$ cat config.mk
export PLATFORM = sky130hd
export DESIGN_NAME = exact_match_forwarding_table_flat
export DESIGN_NICKNAME = d
export VERILOG_FILES = /design/src/hdl/emft_pkg.sv /design/src/hdl/emft_req_if.sv /design/src/hdl/emft_rsp_if.sv /design/src/hdl/emft_ram.sv /design/src/hdl/exact_match_forwarding_table.sv /design/src/flat_wrapper.sv
export SDC_FILE = /design/constraint.sdc
export NUM_CORES = 2
export LEC_CHECK = 0
export BUFFER_PORTS_ARGS = -buffer_cell sky130_fd_sc_hd__buf_2
export CORE_MARGIN = 4
export CORE_UTILIZATION = 55
export DETAILED_ROUTE_END_ITERATION = 12
export GPL_ROUTABILITY_DRIVEN = 0
export GPL_TIMING_DRIVEN = 0
export PLACE_DENSITY = 0.7
export SETUP_SLACK_MARGIN = 0.5
export SYNTH_ARGS = -nofsm -noshare
export SYNTH_HDL_FRONTEND = slang
export SYNTH_SLANG_ARGS = --single-unit
$ cat constraint.sdc
create_clock -name clk -period 7.05 [get_ports clk]
set_input_delay 0.3525 -clock clk [delete_from_list [all_inputs] [get_ports clk]]
set_output_delay 0.3525 -clock clk [all_outputs]
set_load 0.02 [all_outputs]
$ cat src/hdl/emft_pkg.sv
`timescale 1ns / 1ps
`default_nettype none
// ----------------------------------------------------------------------------
// emft_pkg
// Shared constants and types for the exact-match forwarding table.
// ----------------------------------------------------------------------------
package emft_pkg;

  localparam int TABLE_DEPTH = 64;
  localparam int IDX_W       = (TABLE_DEPTH > 1) ? $clog2(TABLE_DEPTH) : 1;
  localparam int CNT_W       = $clog2(TABLE_DEPTH + 1);

  localparam int ADDR_W      = 32;
  localparam int HOP_W       = 8;
  localparam int STATUS_W    = 3;
  localparam int COUNT_OUT_W = 7;
  localparam int CFG_DATA_W  = 8;
  localparam int CFG_IDX_W   = 1;

  typedef enum logic [0:0] {
    REQ_LOOKUP = 1'b0,
    REQ_MAP    = 1'b1
  } req_t;

  typedef enum logic [STATUS_W-1:0] {
    ST_MATCHED  = 3'd0,
    ST_DEFAULT  = 3'd1,
    ST_NODEST   = 3'd2,
    ST_UPDATED  = 3'd3,
    ST_INSERTED = 3'd4,
    ST_FULL     = 3'd5
  } status_t;

  localparam logic [CFG_IDX_W-1:0] CFG_DEFAULT_HOP   = 1'b0;
  localparam logic [CFG_IDX_W-1:0] CFG_DEFAULT_VALID = 1'b1;

endpackage
`default_nettype wire

$ cat src/hdl/emft_req_if.sv
`timescale 1ns / 1ps
`default_nettype none
// ----------------------------------------------------------------------------
// emft_req_if
// Request channel: lookup or map transaction with valid/ready handshake.
// ----------------------------------------------------------------------------
interface emft_req_if;
  logic                          valid;
  logic                          ready;
  logic                          req_type;
  logic [emft_pkg::ADDR_W-1:0]   address;
  logic [emft_pkg::HOP_W-1:0]    next_hop;

  modport source (output valid, output req_type, output address, output next_hop,
                  input ready);
  modport sink   (input valid, input req_type, input address, input next_hop,
                  output ready);
endinterface
`default_nettype wire

$ cat src/hdl/emft_rsp_if.sv
`timescale 1ns / 1ps
`default_nettype none
// ----------------------------------------------------------------------------
// emft_rsp_if
// Result channel: resolved hop, status and entry count with valid/ready.
// ----------------------------------------------------------------------------
interface emft_rsp_if;
  logic                              valid;
  logic                              ready;
  logic [emft_pkg::HOP_W-1:0]        hop_out;
  logic [emft_pkg::STATUS_W-1:0]     status;
  logic [emft_pkg::COUNT_OUT_W-1:0]  count_out;

  modport source (output valid, output hop_out, output status, output count_out,
                  input ready);
  modport sink   (input valid, input hop_out, input status, input count_out,
                  output ready);
endinterface
`default_nettype wire

$ cat src/hdl/emft_ram.sv
`timescale 1ns / 1ps
`default_nettype none
// ----------------------------------------------------------------------------
// emft_ram
// Generic single-write, single-read RAM with registered read data.
// ----------------------------------------------------------------------------
module emft_ram #(
  parameter int WIDTH = 8,
  parameter int DEPTH = 64
) (
  input  wire logic                                       clk,
  input  wire logic                                       we,
  input  wire logic [((DEPTH > 1) ? $clog2(DEPTH) : 1)-1:0] waddr,
  input  wire logic [WIDTH-1:0]                           wdata,
  input  wire logic [((DEPTH > 1) ? $clog2(DEPTH) : 1)-1:0] raddr,
  output logic      [WIDTH-1:0]                           rdata
);

  logic [WIDTH-1:0] mem [DEPTH];

  always_ff @(posedge clk) begin
    if (we) begin
      mem[waddr] <= wdata;
    end
    rdata <= mem[raddr];
  end

endmodule
`default_nettype wire

$ cat src/hdl/exact_match_forwarding_table.sv
`timescale 1ns / 1ps
`default_nettype none
// ----------------------------------------------------------------------------
// exact_match_forwarding_table
// Linear-search forwarding table with default route; one transaction at a time.
// ----------------------------------------------------------------------------
// After accept, an empty table goes straight to the finish state; otherwise the
// prime and search states scan the entries until a hit or the last used one.
// The scan reads the address RAM one entry per cycle through a single compare.
// A new transaction is accepted the cycle after the result is registered.
// Reset (rst_n, synchronous, active low) clears the entry count, the default
// route registers and control state; RAM contents are not cleared.
// ----------------------------------------------------------------------------
module exact_match_forwarding_table (
  input  wire logic                                 clk,
  input  wire logic                                 rst_n,
  emft_req_if.sink                                  in_ch,
  emft_rsp_if.source                                out_ch,
  input  wire logic                                 cfg_we,
  input  wire logic [emft_pkg::CFG_IDX_W-1:0]       cfg_index,
  input  wire logic [emft_pkg::CFG_DATA_W-1:0]      cfg_wdata
);

  typedef enum logic [1:0] {
    S_IDLE,
    S_PRIME,
    S_SEARCH,
    S_FINISH
  } state_t;

  state_t                               state_r, state_nxt;
  logic [emft_pkg::CNT_W-1:0]           count_r, count_nxt;
  logic [emft_pkg::IDX_W-1:0]           rd_idx_r, rd_idx_nxt;
  logic [emft_pkg::IDX_W-1:0]           cmp_idx_r, cmp_idx_nxt;
  logic                                 found_r, found_nxt;
  logic [emft_pkg::IDX_W-1:0]           hit_idx_r, hit_idx_nxt;
  logic [emft_pkg::HOP_W-1:0]           hit_hop_r, hit_hop_nxt;
  logic                                 req_r, req_nxt;
  logic [emft_pkg::ADDR_W-1:0]          key_r, key_nxt;
  logic [emft_pkg::HOP_W-1:0]           hop_r, hop_nxt;
  logic                                 out_valid_r, out_valid_nxt;
  logic [emft_pkg::HOP_W-1:0]           out_hop_r, out_hop_nxt;
  emft_pkg::status_t                    out_status_r, out_status_nxt;
  logic [emft_pkg::COUNT_OUT_W-1:0]     out_count_r, out_count_nxt;
  logic [emft_pkg::HOP_W-1:0]           default_hop_r;
  logic                                 default_valid_r;

  logic                                 in_acc;
  logic                                 out_free;
  logic                                 hit;
  logic                                 cmp_last;
  logic                                 table_full;
  logic                                 finish_go;
  logic                                 addr_we;
  logic                                 hop_we;
  logic [emft_pkg::IDX_W-1:0]           waddr;
  logic [emft_pkg::ADDR_W-1:0]          addr_rdata;
  logic [emft_pkg::HOP_W-1:0]           hop_rdata;
  emft_pkg::status_t                    fin_status;
  logic [emft_pkg::HOP_W-1:0]           fin_hop;

  emft_ram #(
    .WIDTH (emft_pkg::ADDR_W),
    .DEPTH (emft_pkg::TABLE_DEPTH)
  ) u_addr_ram (
    .clk   (clk),
    .we    (addr_we),
    .waddr (waddr),
    .wdata (key_r),
    .raddr (rd_idx_r),
    .rdata (addr_rdata)
  );

  emft_ram #(
    .WIDTH (emft_pkg::HOP_W),
    .DEPTH (emft_pkg::TABLE_DEPTH)
  ) u_hop_ram (
    .clk   (clk),
    .we    (hop_we),
    .waddr (waddr),
    .wdata (hop_r),
    .raddr (rd_idx_r),
    .rdata (hop_rdata)
  );

  assign in_ch.ready      = (state_r == S_IDLE);
  assign in_acc           = in_ch.valid && in_ch.ready;
  assign out_free         = !out_valid_r || out_ch.ready;
  assign hit              = (addr_rdata == key_r);
  assign cmp_last         = ((emft_pkg::CNT_W'(cmp_idx_r) + emft_pkg::CNT_W'(1)) == count_r);
  assign table_full       = (count_r == emft_pkg::CNT_W'(emft_pkg::TABLE_DEPTH));
  assign finish_go        = (state_r == S_FINISH) && out_free;
  assign waddr            = found_r ? hit_idx_r : emft_pkg::IDX_W'(count_r);

  assign out_ch.valid     = out_valid_r;
  assign out_ch.hop_out   = out_hop_r;
  assign out_ch.status    = out_status_r;
  assign out_ch.count_out = out_count_r;

  // Result of the finished search, with the RAM writes and count update of a map
  always_comb begin
    fin_hop    = '0;
    fin_status = emft_pkg::ST_NODEST;
    addr_we    = 1'b0;
    hop_we     = 1'b0;
    count_nxt  = count_r;
    priority if (req_r == emft_pkg::REQ_LOOKUP) begin
      priority if (found_r) begin
        fin_hop    = hit_hop_r;
        fin_status = emft_pkg::ST_MATCHED;
      end else if (default_valid_r) begin
        fin_hop    = default_hop_r;
        fin_status = emft_pkg::ST_DEFAULT;
      end else begin
        fin_status = emft_pkg::ST_NODEST;
      end
    end else begin
      priority if (found_r) begin
        fin_status = emft_pkg::ST_UPDATED;
        hop_we     = finish_go;
      end else if (table_full) begin
        fin_status = emft_pkg::ST_FULL;
      end else begin
        fin_status = emft_pkg::ST_INSERTED;
        addr_we    = finish_go;
        hop_we     = finish_go;
        if (finish_go) begin
          count_nxt = count_r + emft_pkg::CNT_W'(1);
        end
      end
    end
  end

  // Sequencer
  always_comb begin
    state_nxt      = state_r;
    rd_idx_nxt     = rd_idx_r;
    cmp_idx_nxt    = cmp_idx_r;
    found_nxt      = found_r;
    hit_idx_nxt    = hit_idx_r;
    hit_hop_nxt    = hit_hop_r;
    req_nxt        = req_r;
    key_nxt        = key_r;
    hop_nxt        = hop_r;
    out_valid_nxt  = out_valid_r;
    out_hop_nxt    = out_hop_r;
    out_status_nxt = out_status_r;
    out_count_nxt  = out_count_r;

    if (out_ch.ready) begin
      out_valid_nxt = 1'b0;
    end

    unique case (state_r)
      S_IDLE: begin
        if (in_acc) begin
          req_nxt    = in_ch.req_type;
          key_nxt    = in_ch.address;
          hop_nxt    = in_ch.next_hop;
          found_nxt  = 1'b0;
          rd_idx_nxt = '0;
          state_nxt  = (count_r == '0) ? S_FINISH : S_PRIME;
        end
      end
      S_PRIME: begin
        cmp_idx_nxt = rd_idx_r;
        rd_idx_nxt  = rd_idx_r + emft_pkg::IDX_W'(1);
        state_nxt   = S_SEARCH;
      end
      S_SEARCH: begin
        if (hit) begin
          found_nxt   = 1'b1;
          hit_idx_nxt = cmp_idx_r;
          hit_hop_nxt = hop_rdata;
          state_nxt   = S_FINISH;
        end else if (cmp_last) begin
          state_nxt   = S_FINISH;
        end else begin
          cmp_idx_nxt = rd_idx_r;
          rd_idx_nxt  = rd_idx_r + emft_pkg::IDX_W'(1);
        end
      end
      S_FINISH: begin
        if (out_free) begin
          out_valid_nxt  = 1'b1;
          out_hop_nxt    = fin_hop;
          out_status_nxt = fin_status;
          out_count_nxt  = emft_pkg::COUNT_OUT_W'(count_nxt);
          state_nxt      = S_IDLE;
        end
      end
      default: state_nxt = S_IDLE;
    endcase
  end

  always_ff @(posedge clk) begin
    if (!rst_n) begin
      state_r     <= S_IDLE;
      count_r     <= '0;
      out_valid_r <= 1'b0;
    end else begin
      state_r     <= state_nxt;
      count_r     <= count_nxt;
      out_valid_r <= out_valid_nxt;
    end
  end

  always_ff @(posedge clk) begin
    rd_idx_r     <= rd_idx_nxt;
    cmp_idx_r    <= cmp_idx_nxt;
    found_r      <= found_nxt;
    hit_idx_r    <= hit_idx_nxt;
    hit_hop_r    <= hit_hop_nxt;
    req_r        <= req_nxt;
    key_r        <= key_nxt;
    hop_r        <= hop_nxt;
    out_hop_r    <= out_hop_nxt;
    out_status_r <= out_status_nxt;
    out_count_r  <= out_count_nxt;
  end

  // Default route registers
  always_ff @(posedge clk) begin
    if (!rst_n) begin
      default_hop_r   <= '0;
      default_valid_r <= 1'b0;
    end else if (cfg_we) begin
      unique case (cfg_index)
        emft_pkg::CFG_DEFAULT_HOP:   default_hop_r   <= cfg_wdata[emft_pkg::HOP_W-1:0];
        emft_pkg::CFG_DEFAULT_VALID: default_valid_r <= cfg_wdata[0];
        default: ;
      endcase
    end
  end

  a_count_bound: assert property (@(posedge clk) disable iff (!rst_n)
    count_r <= emft_pkg::CNT_W'(emft_pkg::TABLE_DEPTH))
    else $error("entry count above table depth");

  a_count_step: assert property (@(posedge clk) disable iff (!rst_n)
    ($past(rst_n) && (count_r != $past(count_r))) |->
      ((count_r == emft_pkg::CNT_W'($past(count_r) + emft_pkg::CNT_W'(1))) &&
       (out_status_r == emft_pkg::ST_INSERTED)))
    else $error("entry count changed without an insert");

  a_out_from_finish: assert property (@(posedge clk) disable iff (!rst_n)
    $rose(out_valid_r) |-> $past(state_r == S_FINISH))
    else $error("result registered outside finish state");

  a_scan_in_range: assert property (@(posedge clk) disable iff (!rst_n)
    (state_r == S_SEARCH) |-> (emft_pkg::CNT_W'(cmp_idx_r) < count_r))
    else $error("search index beyond used entries");

endmodule
`default_nettype wire
$ cat src/flat_wrapper.sv
// flat-port wrapper written by rule: the top's interface ports become plain ports
module exact_match_forwarding_table_flat 
  (clk, rst_n, cfg_we, cfg_index, cfg_wdata, in_ch_valid, in_ch_req_type, in_ch_address, in_ch_next_hop, in_ch_ready, out_ch_valid, out_ch_hop_out, out_ch_status, out_ch_count_out, out_ch_ready);
  emft_req_if in_ch_i ();
  emft_rsp_if out_ch_i ();
  input  wire logic clk;
  input  wire logic rst_n;
  input  wire logic cfg_we;
  input  wire logic [emft_pkg::CFG_IDX_W-1:0] cfg_index;
  input  wire logic [emft_pkg::CFG_DATA_W-1:0] cfg_wdata;
  input wire logic [$bits(in_ch_i.valid)-1:0] in_ch_valid;
  input wire logic [$bits(in_ch_i.req_type)-1:0] in_ch_req_type;
  input wire logic [$bits(in_ch_i.address)-1:0] in_ch_address;
  input wire logic [$bits(in_ch_i.next_hop)-1:0] in_ch_next_hop;
  output wire logic [$bits(in_ch_i.ready)-1:0] in_ch_ready;
  output wire logic [$bits(out_ch_i.valid)-1:0] out_ch_valid;
  output wire logic [$bits(out_ch_i.hop_out)-1:0] out_ch_hop_out;
  output wire logic [$bits(out_ch_i.status)-1:0] out_ch_status;
  output wire logic [$bits(out_ch_i.count_out)-1:0] out_ch_count_out;
  input wire logic [$bits(out_ch_i.ready)-1:0] out_ch_ready;
  assign in_ch_i.valid = in_ch_valid;
  assign in_ch_i.req_type = in_ch_req_type;
  assign in_ch_i.address = in_ch_address;
  assign in_ch_i.next_hop = in_ch_next_hop;
  assign in_ch_ready = in_ch_i.ready;
  assign out_ch_valid = out_ch_i.valid;
  assign out_ch_hop_out = out_ch_i.hop_out;
  assign out_ch_status = out_ch_i.status;
  assign out_ch_count_out = out_ch_i.count_out;
  assign out_ch_i.ready = out_ch_ready;
  exact_match_forwarding_table u_core (.clk(clk), .rst_n(rst_n), .in_ch(in_ch_i), .out_ch(out_ch_i), .cfg_we(cfg_we), .cfg_index(cfg_index), .cfg_wdata(cfg_wdata));
endmodule
Word-level counts from Yosys, hierarchy flattened
Memories as Yosys holds them, arrays and structs flattened. A register that Yosys moved wholly into a read port is not among the register bits.
Index checks and enable logic that the tools add are counted.
{ "op_classes": {"mux": 40, "eq_ne": 12, "n_bitwise": 1, "n_reduce_logical": 18, "add_sub_neg": 3} }
{ "ops": {"columns": ["operator", "n"], "rows": [
  ["2-to-1 mux 6 bit", 6],
  ["== test 32 bit", 1],
  ["2-to-1 mux 7 bit", 4],
  ["case mux 6 bit (3 select lines)", 1],
  ["2-to-1 mux 8 bit", 2],
  ["2-to-1 mux 1 bit", 15],
  ["2-to-1 mux 2 bit", 6],
  ["case mux 6 bit (2 select lines)", 1],
  ["AND reduction 2 bit", 5],
  ["2-to-1 mux 3 bit", 3],
  ["AND reduction 3 bit", 3],
  ["case mux 2 bit (4 select lines)", 1],
  ["adder 6 x 1 -> 7 bit (second input constant)", 1],
  ["adder 7 x 1 -> 7 bit (second input constant)", 1],
  ["== test 7 bit", 1],
  ["== test 7 bit (second input constant)", 1],
  ["zero test 7 bit", 1],
  ["adder 6 x 1 -> 6 bit (second input constant)", 1],
  ["inequality test 2 bit (second input constant)", 3],
  ["== test 2 bit (second input constant)", 2],
  ["inequality test 2 x 1 -> 1 bit (second input constant)", 2],
  ["AND reduction 4 bit", 1],
  ["nonzero test 2 bit", 2],
  ["inequality test 3 x 1 -> 1 bit (second input constant)", 1],
  ["other kinds (8)", 9]
]} }
{ "totals": {"memories": 2, "ff_bits": 105, "mem_bits_rw": 2560, "input_bits": 55, "wordCells": 92} }
{ "memory_table": {"columns": ["name", "depth", "word_bits", "rd", "rd_ports_with_merged_regs", "write_ports", "line_no", "rtl"], "rows": [
  ["u_core.u_addr_ram.mem", 64, 32, 1, 1, 1, "emft_ram.sv:19", "logic [WIDTH-1:0] mem [DEPTH];"],
  ["u_core.u_hop_ram.mem", 64, 8, 1, 1, 1, "emft_ram.sv:19", null]
]} }

Depth between registers and ports, before layout
{ "depth": {"depth_word": 8, "mapped_depth": 11, "ltp_nobuf": 8} }

Modules after synthesis
From an unflattened synthesis, not the netlist that was laid out.
{ "unflattened": {"hier_cells": 4578, "hier_area_um2": 103087.6} }
{ "modules_own_cells": {"columns": ["mod", "cells_per_inst", "n_inst", "area_per_inst_um2"], "rows": [
  ["emft_ram at u_core.u_addr_ram", 3324, 1, 78515.3],
  ["emft_ram at u_core.u_hop_ram", 940, 1, 20166.8],
  ["exact_match_forwarding_table", 314, 1, 4405.5]
]} }

Worst setup path after synthesis
OpenSTA, ideal clock, no wires.
{ "synth_timing": {"path_kind": "register -> register", "start": "reg u_core.count_r[0] (netlist name)", "end": "mem u_core.u_addr_ram.mem[10][0] (netlist name) (enable)", "setup_time_ns": 0.421, "path_slack_ns": 3.550, "n_path_buf": 0, "path_stages_with_launch": 9, "t_required_ns": 6.629, "period_less_slack_ns": 3.500, "arrival_ns": 3.079, "cell_sequence": "dfxtp_1 inv_1 ha_1 nor3b_1 and3_1 nor2b_1 nor2b_1 nand2_1 nor2_1"} }
{ "synth_via": {"elab_chain_cells": 6, "elab_cells_between_ends": 7} }
{ "synth_lines": {"columns": ["element", "line_no", "rtl"], "rows": [
  ["start: declaration", "exact_match_forwarding_table.sv:32", "logic [emft_pkg::CNT_W-1:0] count_r, count_nxt;"],
  ["start signal: assignment", "exact_match_forwarding_table.sv:203", "count_r <= count_nxt;"],
  ["== test 7 bit", "exact_match_forwarding_table.sv:91", "assign table_full = (count_r == emft_pkg::CNT_W'(emft_pkg::TABLE_DEPTH));"],
  ["2-to-1 mux 1 bit", "exact_match_forwarding_table.sv:121", "end else if (table_full) begin"],
  ["2-to-1 mux 1 bit", "exact_match_forwarding_table.sv:118", "priority if (found_r) begin"],
  ["2-to-1 mux 1 bit", "exact_match_forwarding_table.sv:107", "priority if (req_r == emft_pkg::REQ_LOOKUP) begin"],
  ["2-to-1 mux 1 bit", "emft_ram.sv:22", "if (we) begin"],
  ["2-to-1 mux 1 bit (implied by the code)", "emft_ram.sv:23", "mem[waddr] <= wdata;"],
  ["end: declaration", "emft_ram.sv:19", null]
]} }
Several ways; a longest one is shown, not always the timed one.

==> results by group <==
Global route
  • Total routing usage reported by global routing: 0.328
  • Initial antenna violation count: 22
  • Pin count of the biggest net entering global routing: 39
  • Wire length of the first global-routing pass: 431000 um
  • Gr ovfl total: 0
  • Number of global-route vias before repair: 52500

Setup path
  • Worst path max stage delay: 1.34 ns
  • Path length in cells of the critical path: 8
  • Crit path required time: 7.88 ns
  • Crit Path Class: reg -> reg
  • Critical path startpoint category: flip-flop
  • Largest fanout on the critical path: 10
  • Cell chain of the critical path: clkbuf_1 > inv_2 > buf_2 > clkbuf_1 > nand2_1 > o21ai_0 > a22oi_1 > nand2_1
  • Crit path max-delay family: buffers and inverters
  • Crit path buffers/inverters: 4
  • Critical path data arrival time: 6.30 ns
  • Sort of element at the end of the critical path: flip-flop
  • Slowest library cell on the worst path: sky130_fd_sc_hd__o21ai_0
  • Reg2reg path depth: 8

Yosys
  • Synth top area cells: sky130_fd_sc_hd__edfxtp_1 (77%), sky130_fd_sc_hd__mux4_2 (16%), sky130_fd_sc_hd__dfxtp_1 (1.1%)
  • Asr flop ratio synth: 0
  • Most common cell in the synthesized netlist: sky130_fd_sc_hd__edfxtp_1
  • Avg Synthesized Cell Area: 23.3 sq um
  • Fraction of synthesized cell area taken by the top area cell type: 0.770
  • Post-synthesis instance area: 103000 sq um
  • Largest area contributor in the netlist: sky130_fd_sc_hd__edfxtp_1
  • Number of enable flip-flop cells after synthesis: 2646
  • Net count after synthesis: 4487
  • Total of warnings raised by yosys: 0
  • Synth unique cells: 52
  • Sequential element share of the synthesized area: 0.782
  • Gate Count Post-Synth: 4425
  • Yosys reg bits: 2705
  • Main synth FF type: sky130_fd_sc_hd__edfxtp_1
  • Leading cell types by count after synthesis: sky130_fd_sc_hd__edfxtp_1 (2646), sky130_fd_sc_hd__mux4_2 (741), sky130_fd_sc_hd__nor2_1 (163), sky130_fd_sc_hd__clkbuf_1 (91), sky130_fd_sc_hd__nand2_1 (76)

Floorplan
  • Core Region: 186000 sq um
  • X dimension of the die: 441 um
  • Effective utilization at floorplan: 0.555
  • I/O pin count: 75
  • Area of the die: 195000 sq um
  • Cell Rows: 158
  • Die Span Y: 441 um

Status
  • Violations in the final reports: capacitance limit, slew limit
  • Outcome: finished, violations left

Timing
  • Max Clk Rate: 183 MHz
  • Number of hold violations in the final report: 0
  • Least-Margin Pin Slew: 1.52 ns
  • Hold Worst Slack: 0.107 ns
  • Slew margin rel.: -0.0145
  • Final count of negative-setup-slack endpoints: 0
  • Minimum clock period: 5.47 ns
  • Setup WS post-layout: 1.58 ns
  • Final clock skew: 0.105 ns
  • Slew Viols, Final: 29
  • RSZ-0062 raised after global routing: no
  • Final cycle utilization of the critical path: 0.776
  • Setup TNS after final layout: 0 ns

Clock tree
  • Largest buffer count on any clock path: 4
  • Number of buffers added by the clock tree synthesis step: 286
  • TritonCTS clock tree: done
  • Clock tree sinks: 2705
  • Post-CTS repair timing setup buffer count: 0
  • Clk root buf: sky130_fd_sc_hd__clkbuf_16
  • Resize count post-CTS: 0
  • Clock Latency Late Sink: 0.96 ns
  • Quantity of hold-fixing buffers added after cts: 59
  • Clock-pin slew on the worst setup and hold paths: 0.06 ns
  • CTS H-Tree Depth: 5

Worst hold path
  • Worst min-delay path category: in -> reg
  • Hold path depth: 2

Finish
  • Fraction of final layout cells sized beyond drive strength 1: 0.294
  • Final #Nets: 5063
  • Number of fill cells: 11700
  • Fin area: 120000 sq um
  • Layout overhead on the synthesized area: 16.2%

Run
  • Reported max-cap violation count: 3

Detailed routing
  • Initial DRC count: 9723
  • Total wire length: 314000 um
  • Wire length per cell: 40.9 um
  • Number of remaining DRC errors: 0
  • Count of antenna-violating nets left after detailed routing: 0
  • Vias: 53800
  • Average vias per placed instance: 7.01
  • Number of iterations in the first detailed-routing pass: 6

Placed design
  • Pre-CTS worst setup slack: 1.88 ns
  • Area after DPL: 111000 sq um
  • HPWL after detailed placement: 206000 um
  • Count of input and output buffers: 73

Power
  • Maximum resistive drop on vdd: 0.284 mV
  • Power density relative to cell area: 395 nW/um^2
  • Reported leakage power: 37.3 nW
[state kept, by name, indices dropped and copies added (netlist names)]
signal / flops
u_core.u_addr_ram.rdata: 32
u_core.u_hop_ram.mem: 512
u_core.hit_hop_r: 8
u_core.out_ch.count_out: 7
u_core.u_addr_ram.mem: 2048
u_core.out_ch.status: 3
u_core.hop_r: 8
u_core.default_hop_r: 8
u_core.out_ch.hop_out: 8
u_core.found_r: 1
u_core.req_r: 1
u_core.u_hop_ram.rdata: 8
u_core.cmp_idx_r: 6
u_core.state_r: 2
u_core.hit_idx_r: 6
u_core.default_valid_r: 1
u_core.count_r: 7
u_core.key_r: 32
u_core.out_ch.valid: 1
u_core.rd_idx_r: 6
[stage by stage]
stage	utilization	power [mW]	instances
2_1_floorplan	-	26.9	4425
3_3_place_gp	0.573	32.5	6978
3_5_place_dp	0.595	33.1	7132
4_1_cts	0.644	47.0	7675
5_1_grt	0.644	48.3	7677
6_report	0.644	47.4	7683
[worst paths after layout]
| check | start | endpoint | slack (ns) |
|---|---|---|---|
| worst max register to register | u_core.rd_idx_r[3]$_SDFFCE_PN0P_ | u_core.u_addr_ram.rdata[8]$_DFF_P_ | 1.58 |
| worst min register to register | u_core.u_hop_ram.rdata[4]$_DFF_P_ | u_core.hit_hop_r[4]$_DFFE_PP_ | 0.41 |
| worst min-delay path | in_ch_address[0] | u_core.key_r[0]$_DFFE_PP_ | 0.11 |
| worst max-delay path | u_core.rd_idx_r[3]$_SDFFCE_PN0P_ | u_core.u_addr_ram.rdata[8]$_DFF_P_ | 1.58 |
[cells by family after synthesis]
group	share of synthesized area
compound gates	0.0152
xor+xnor	0.00416
fa+ha+maj	0.000849
buf+inv	0.0123
flops	0.782
mux	0.170
simple gates	0.0162
[power by group]
| group | internal (mW) | leakage [nW] | total [mW] | switching [mW] |
|---|---|---|---|---|
| clock network | 8.04 | 4.13 | 14.0 | 5.99 |
| registers | 18.7 | 24.3 | 19.1 | 0.352 |
| logic | 5.36 | 8.85 | 14.3 | 8.89 |
[layout make-up]
type                    instances  area (sq um)  share of cell area
plain buffers                 238          1220              0.0102
diodes                          6          15.0            0.000125
inverters                      13          48.8            0.000407
repair buffers                288          4590              0.0383
flip-flops and latches       2705         80600               0.673
multi-input cells            1469         21800               0.182
clock buffers                 366          7670              0.0640
clock inverters               118           828             0.00691
well taps                    2480          3100              0.0259
[routing by layer]
layer | GRT usage | up-vias | part of all wire
met4 | 0.165 | 24 | 0.061
met3 | 0.122 | 977 | 0.15
met5 | 0.00756 | - | 0.00099
met1 | 0.439 | 28200 | 0.34
met2 | 0.478 | 4683 | 0.45
li1 | - | 20000 | -
[cells in the final DEF (no fill, tap or decap), types with 59 or more instances in the layout]
master / n
sky130_fd_sc_hd__nor2_1: 94
sky130_fd_sc_hd__dfxtp_1: 59
sky130_fd_sc_hd__mux2i_1: 75
sky130_fd_sc_hd__mux4_2: 741
sky130_fd_sc_hd__buf_2: 147
sky130_fd_sc_hd__nor2_4: 65
sky130_fd_sc_hd__dlygate4sd3_1: 59
sky130_fd_sc_hd__buf_16: 76
sky130_fd_sc_hd__edfxtp_1: 2646
sky130_fd_sc_hd__nand2_1: 76
sky130_fd_sc_hd__clkbuf_1: 156
sky130_fd_sc_hd__clkbuf_16: 294
sky130_fd_sc_hd__buf_12: 74
sky130_fd_sc_hd__clkinv_1: 66
No activity file was read; power rests on OpenSTA's default activity.
